## config.mk

```make
export PLATFORM = sky130hd
export DESIGN_NAME = psh_lane
export DESIGN_NICKNAME = d
export VERILOG_FILES = /design/src/rtl/psh_pkg.sv /design/src/rtl/psh_div.sv /design/src/rtl/psh_lane.sv
export SDC_FILE = /design/constraint.sdc
export NUM_CORES = 1
export LEC_CHECK = 0
export BUFFER_PORTS_ARGS = -buffer_cell sky130_fd_sc_hd__buf_2
export CORE_MARGIN = 2
export CORE_UTILIZATION = 45
export DETAILED_ROUTE_END_ITERATION = 6
export HOLD_SLACK_MARGIN = 0.12
export PLACE_DENSITY = 0.64
export REMOVE_ABC_BUFFERS = 1
export SYNTH_ARGS = -nofsm -noshare
export SYNTH_HDL_FRONTEND = slang
export SYNTH_SLANG_ARGS = --single-unit
```

## constraint.sdc

```tcl
create_clock -name aclk -period 8.53 [get_ports aclk]
set_input_delay 0.853 -clock aclk [delete_from_list [all_inputs] [get_ports aclk]]
set_output_delay 0.853 -clock aclk [all_outputs]
set_load 0.01 [all_outputs]
```

## src/rtl/psh_pkg.sv

```systemverilog
// Package: shared constants, types and command codes for the pair statistics histogram.
`timescale 1ns / 1ps
package psh_pkg;
    localparam int VW      = 32;
    localparam int BINS    = 16;
    localparam int BIDX_W  = $clog2(BINS);
    localparam int CW      = 32;
    localparam int DEPTH   = BINS * BINS;
    localparam int ADDR_W  = $clog2(DEPTH);
    localparam logic [VW-1:0] VMAX = {VW{1'b1}};

    typedef enum logic [1:0] {
        CMD_INSERT = 2'd0,
        CMD_CLEAR  = 2'd1,
        CMD_READ   = 2'd2,
        CMD_NONE   = 2'd3
    } cmd_t;

    localparam logic [1:0] REG_LOWER_A = 2'd0;
    localparam logic [1:0] REG_STEP_A  = 2'd1;
    localparam logic [1:0] REG_LOWER_B = 2'd2;
    localparam logic [1:0] REG_STEP_B  = 2'd3;

    // Start/done bundle between the top level and a lane.
    typedef struct packed {
        logic          start;
        logic [VW-1:0] value;
        logic [VW-1:0] count;
        logic [VW-1:0] lower;
        logic [VW-1:0] step;
    } lane_req_t;

    typedef struct packed {
        logic              done;
        logic [BIDX_W-1:0] bin;
    } lane_rsp_t;

    function automatic logic [VW-1:0] sat_add(input logic [VW-1:0] x, input logic [VW-1:0] y);
        logic [VW:0] s;
        s = {1'b0, x} + {1'b0, y};
        return s[VW] ? VMAX : s[VW-1:0];
    endfunction
endpackage

```

## src/rtl/psh_div.sv

```systemverilog
// Restoring divider, one quotient bit per cycle.
`timescale 1ns / 1ps
module psh_div
    import psh_pkg::*;
(
    input  logic          aclk,
    input  logic          aresetn,
    input  logic          start,
    input  logic [VW-1:0] dividend,
    input  logic [VW-1:0] divisor,
    output logic          done,
    output logic [VW-1:0] quot,
    output logic [VW-1:0] rem
);
    localparam int CNT_W = $clog2(VW + 1);
    logic [CNT_W-1:0] cnt_reg;
    logic             busy_reg;
    logic [VW-1:0]    q_reg, r_reg, d_reg;
    logic [VW:0]      trial;
    logic [VW:0]      shifted;

    assign shifted = {r_reg, q_reg[VW-1]};
    assign trial   = shifted - {1'b0, d_reg};

    always_ff @(posedge aclk) begin
        if (!aresetn) begin
            busy_reg <= 1'b0;
            done     <= 1'b0;
            cnt_reg  <= '0;
        end else begin
            done <= 1'b0;
            if (start) begin
                busy_reg <= 1'b1;
                cnt_reg  <= CNT_W'(VW);
                q_reg    <= dividend;
                r_reg    <= '0;
                d_reg    <= divisor;
            end else if (busy_reg) begin
                if (!trial[VW]) begin
                    r_reg <= trial[VW-1:0];
                    q_reg <= {q_reg[VW-2:0], 1'b1};
                end else begin
                    r_reg <= shifted[VW-1:0];
                    q_reg <= {q_reg[VW-2:0], 1'b0};
                end
                cnt_reg <= cnt_reg - 1'b1;
                if (cnt_reg == CNT_W'(1)) begin
                    busy_reg <= 1'b0;
                    done     <= 1'b1;
                end
            end
        end
    end
    assign quot = q_reg;
    assign rem  = r_reg;
endmodule

```

## src/rtl/psh_lane.sv

```systemverilog
// One coordinate lane: running mean with error carry, min/max and bin index.
`timescale 1ns / 1ps
module psh_lane
    import psh_pkg::*;
(
    input  logic          aclk,
    input  logic          aresetn,
    input  lane_req_t     req,
    output lane_rsp_t     rsp,
    output logic [VW-1:0] mean,
    output logic [VW-1:0] err,
    output logic [VW-1:0] big,
    output logic [VW-1:0] small_v
);
    typedef enum logic [2:0] {
        S_IDLE, S_DIV1, S_CORR, S_DIV2, S_BIN, S_DIVB, S_DONE
    } state_t;

    state_t        state_reg;
    logic [VW-1:0] mean_reg, err_reg, big_reg, small_reg, et_reg, v_reg, n_reg;
    logic [VW-1:0] lower_reg, step_reg;
    logic          neg_reg, gt_reg;
    logic [BIDX_W-1:0] bin_reg;
    logic          done_reg;

    logic          dstart;
    logic [VW-1:0] ddend, ddsor, dq, dr;
    logic          ddone;

    psh_div u_div (
        .aclk(aclk), .aresetn(aresetn), .start(dstart), .dividend(ddend),
        .divisor(ddsor), .done(ddone), .quot(dq), .rem(dr)
    );

    always_comb begin
        dstart = 1'b0;
        ddend  = '0;
        ddsor  = n_reg;
        unique case (state_reg)
            S_IDLE: begin
                dstart = req.start && (req.value != mean_reg);
                ddend  = (req.value > mean_reg) ? req.value - mean_reg
                                                : mean_reg - req.value;
                ddsor  = req.count;
            end
            S_CORR: begin
                dstart = 1'b1;
                ddend  = et_reg;
                ddsor  = n_reg - 1'b1;
            end
            S_BIN: begin
                dstart = (v_reg >= lower_reg);
                ddend  = v_reg - lower_reg;
                ddsor  = (step_reg == '0) ? VW'(1) : step_reg;
            end
            default: ;
        endcase
    end

    always_ff @(posedge aclk) begin
        if (!aresetn) begin
            state_reg <= S_IDLE;
            mean_reg  <= '0;
            err_reg   <= '0;
            big_reg   <= '0;
            small_reg <= VMAX;
            neg_reg   <= 1'b0;
            done_reg  <= 1'b0;
        end else begin
            done_reg <= 1'b0;
            unique case (state_reg)
                S_IDLE: if (req.start) begin
                    v_reg     <= req.value;
                    n_reg     <= req.count;
                    lower_reg <= req.lower;
                    step_reg  <= req.step;
                    gt_reg    <= req.value > mean_reg;
                    et_reg    <= err_reg;
                    if (req.value > big_reg)   big_reg   <= req.value;
                    if (req.value < small_reg) small_reg <= req.value;
                    state_reg <= (req.value != mean_reg) ? S_DIV1 : S_BIN;
                end
                S_DIV1: if (ddone) begin
                    err_reg <= dr;
                    // Fold the new remainder into the signed carried error.
                    if (gt_reg) begin
                        mean_reg <= mean_reg + dq;
                        if (neg_reg) begin
                            if (et_reg <= dr) begin
                                et_reg <= dr - et_reg; neg_reg <= 1'b0;
                            end else begin
                                et_reg <= et_reg - dr; neg_reg <= 1'b1;
                            end
                        end else begin
                            et_reg <= sat_add(et_reg, dr);
                        end
                    end else begin
                        mean_reg <= mean_reg - dq;
                        if (neg_reg) begin
                            et_reg <= sat_add(et_reg, dr);
                        end else if (et_reg <= dr) begin
                            et_reg <= dr - et_reg; neg_reg <= 1'b1;
                        end else begin
                            et_reg <= et_reg - dr; neg_reg <= 1'b0;
                        end
                    end
                    state_reg <= (n_reg >= VW'(2)) ? S_CORR : S_BIN;
                end
                S_CORR: state_reg <= S_DIV2;
                S_DIV2: if (ddone) begin
                    err_reg <= dr;
                    if (neg_reg) mean_reg <= (mean_reg >= dq) ? mean_reg - dq : '0;
                    else         mean_reg <= sat_add(mean_reg, dq);
                    state_reg <= S_BIN;
                end
                S_BIN: begin
                    if (v_reg < lower_reg) begin
                        bin_reg   <= '0;
                        state_reg <= S_DONE;
                        done_reg  <= 1'b1;
                    end else begin
                        state_reg <= S_DIVB;
                    end
                end
                S_DIVB: if (ddone) begin
                    bin_reg <= (dq >= VW'(BINS - 2)) ? BIDX_W'(BINS - 1)
                                                     : BIDX_W'(dq + 1'b1);
                    state_reg <= S_DONE;
                    done_reg  <= 1'b1;
                end
                S_DONE: state_reg <= S_IDLE;
                default: state_reg <= S_IDLE;
            endcase
        end
    end

    assign rsp.done = done_reg;
    assign rsp.bin  = bin_reg;
    assign mean     = mean_reg;
    assign err      = err_reg;
    assign big      = big_reg;
    assign small_v  = small_reg;
endmodule

```

==> key figures <==
Run status
  – Status: finished, violations left
  – Failing checks: DRC

Yosys
  – Sequential share of the synthesized area: 30.9%
  – Adder-Cell Fraction of Synth Area: 13.4%
  – Unique masters post-synth: 107
  – Synth Area in Compound Gates: 27.0%
  – FFs w/ async S/R, synth: 0%
  – Largest family of logic cells by synthesized area: compound AO/OA/AOI/OAI gates
  – Flops & latches, synth: 402
  – Ys Warns: 0
  – Number of flops mapped to enable cells by yosys: 261
  – Syn Area/Cell: 8.30 um2
  – Mapped Area: 0.0345 mm2
  – Post-synth top area cell: edfxtp_1
  – XOR/XNOR share of the synthesized area: 3.89%
  – Most used flip-flop cell after synthesis: edfxtp_1
  – Yosys top cell area share: 22.7%
  – Multiplexer area fraction after synthesis: 2.34%
  – Post-Syn Instances: 4,158
  – Top cells by area, synth: edfxtp_1, ha_1, dfxtp_1, a21oi_1, inv_1
  – Post-synthesis simple-gate area fraction: 15.5%

Clock tree
  – Worst-Skew Late Latency: 620 ps
  – Reg clk slew, reported paths: 60 ps
  – CTS sink cnt: 402
  – Htree depth: 2
  – CTS buffer count: 49
  – Setup repair bufs after CTS: 0
  – TritonCTS clock tree: built
  – Root Driver: clkbuf_16
  – Hold_buf cts: 0
  – Clock Path Buffers: 3
  – Count of cells resized by post-cts repair: 0

Floorplanning
  – Die X: 281 um
  – # rows: 101
  – Starting density of the core: 45.4%
  – Core area: 0.0759 mm2
  – DIE HEIGHT: 281 um
  – Die area: 0.0789 mm2
  – IO Pins: 264

STA
  – RSZ-0062 raised after global routing: false
  – Fin crit share: 60.0%
  – Final setup fails: 0
  – Fin. max-slew vios: 0
  – Slew @ Worst Pin: 1180 ps
  – Hold Violations, Final: 0
  – Clk_skew: 30.4 ps
  – FMAX: 0.195 GHz
  – Final min period: 5120 ps
  – Total negative slack: 0 ps
  – Worst rel slew slack: 21.4%

Place
  – RD Place Congestion: 1.03
  – PortBufs: 263
  – Post-DP HPWL: 105 mm
  – Post-placement cell area: 0.0366 mm2
  – Placed Instances: 5,277

Final layout
  – Commonest non-fill, non-tap cell in the layout: a21oi_1
  – Most frequent cells in the layout: a21oi_1, inv_1, ha_1
  – Cell area after layout: 0.0383 mm2
  – Share of cells above drive strength 1: 10.5%
  – Fillers: 7,428
  – Final Non-Filler Cells: 5,373
  – Nets: 4,793
  – P&R area growth vs syn: 10.9%

Power
  – VDD IR-drop max: 0.179 mV
  – Pwr/cell area: 257 mW/mm2
  – Leakage Power: 16.2 nW

Global route
  – First-pass GRT wire length: 199 mm
  – Largest net degree at the start of global routing: 77
  – Vias in the first global route: 31,400
  – Total gr overflow: 0
  – Antenna violations before repair: 6
  – GRT Total Usage: 33.1%

Critical path
  – Critical Path AT: 5500 ps
  – Largest delay contributor family on the critical path: compound AO/OA/AOI/OAI gates
  – Critical setup path kind: reg2reg
  – CP Launch Type: flip-flop
  – Critical R2R Capture: et_reg[12]
  – Critical-path maximum fanout: 16
  – Critical path, cell by cell: ha_1 -> fa_1 -> nor2b_1 -> o221ai_1 -> a211o_1 -> o21ai_1 -> buf_4 -> a221o_1 -> o31ai_4 -> nand2_1 -> nor2_2 -> a221oi_1 -> o22a_1
  – Reg2reg path depth: 13
  – Worst path slowest cell: nor2_2
  – Crit path buffers/inverters: 1
  – R2r startpoint: u_div.rem[0]
  – Slowest stage delay, CP: 1020 ps
  – Crit end category: flip-flop
  – Critical Path RT: 8910 ps
  – R2r setup slk: 3410 ps

Hold path
  – Hold Startpoint: req[24]
  – Hold Crit Depth: 1
  – HP Class: in2reg
  – Worst Hold End: step_reg[24]

Detailed routing
  – WL final: 135 mm
  – DRT iter0 DRCs: 4,532
  – TritonRoute pass-1 iters: 7
  – Via density: 6.29
  – # DRC: 9
  – Number of routed nets with antenna violations: 0
  – Vias: 33,800
  – DR WL/cell: 25.0 um

Flow run
  – Max-cap violations: 0
area by class of cell:
| type | instances | area [um2] | share of cell area [%] |
|---|---|---|---|
| Sequential cell | 402 | 10700 | 27.9 |
| Timing Repair Buffer | 305 | 1630 | 4.26 |
| Antenna cell | 4 | 10.0 | 0.0262 |
| Inverter | 402 | 1510 | 3.95 |
| Clock buffer | 67 | 1380 | 3.60 |
| Clock inverter | 25 | 265 | 0.693 |
| Tap cell | 1030 | 1290 | 3.37 |
| Multi-Input combinational cell | 3138 | 21500 | 56.2 |
report_power, final:
part,total [W],switching (W),internal (W)
logic,0.00492,0.00315,0.00177
clock network,0.00215,0.000896,0.00125
registers,0.00276,0.000309,0.00245
worst max path at each step:
stage / end / from / slack [ps] / cells after the start
CTS: et_reg[12] / u_div.rem[0] / 3590 / 13
finish: et_reg[12] / u_div.rem[0] / 3410 / 13
global route: et_reg[12] / u_div.rem[20] / 3180 / 11
floorplan: u_div.quot[0] / state_reg[1] / 150 / 8
global placement: u_div.quot[2] / req[103] / 3260 / 13
detailed placement: u_div.quot[2] / req[102] / 3360 / 13
routing by layer:
layer	up-vias	routed length, um	global-route usage [%]
met5	-	12	0
met4	2	4980	11.1
met3	254	13500	6.79
met2	1725	57000	49.3
met1	16300	59100	47.3
li1	15600	-	-
Yosys cell counts (45+ instances only):
| master | instances |
|---|---|
| o31ai_1 | 62 |
| a21oi_1 | 422 |
| inv_1 | 396 |
| clkbuf_1 | 153 |
| o211ai_1 | 79 |
| buf_2 | 45 |
| mux2i_1 | 74 |
| dfxtp_1 | 141 |
| edfxtp_1 | 261 |
| nand4_1 | 55 |
| o21bai_1 | 49 |
| nor3_1 | 82 |
| nand3_1 | 101 |
| o21ai_0 | 185 |
| nor2_1 | 329 |
| a21o_1 | 91 |
| xnor2_1 | 118 |
| nand2_1 | 334 |
| o22ai_1 | 46 |
| ha_1 | 355 |
| a31oi_1 | 49 |
cells by family (layout without fill, tap and decap cells):
kind of cell | after synthesis | after routing
muxes | 80 | 80
buffers and inverters | 618 | 799
other | 0 | 4
and+or+nand+nor | 1135 | 1135
AOI/OAI and AO/OA | 1408 | 1408
DFF | 402 | 402
adders and majority gates | 364 | 364
xor gates and xnor gates | 151 | 151
through the flow:
step	setup WS, ps	util [%]	hold WS (ps)	power, W
3_5_place_dp	3360	48.2	468	0.00753
6_report	3410	50.4	409	0.00983
3_3_place_gp	3260	48.2	459	0.00755
2_1_floorplan	155	-	464	0.00606
4_1_cts	3590	50.4	384	0.00970
5_1_grt	3180	50.4	398	0.0103
Note: power is estimated with default switching activity, not from simulation.
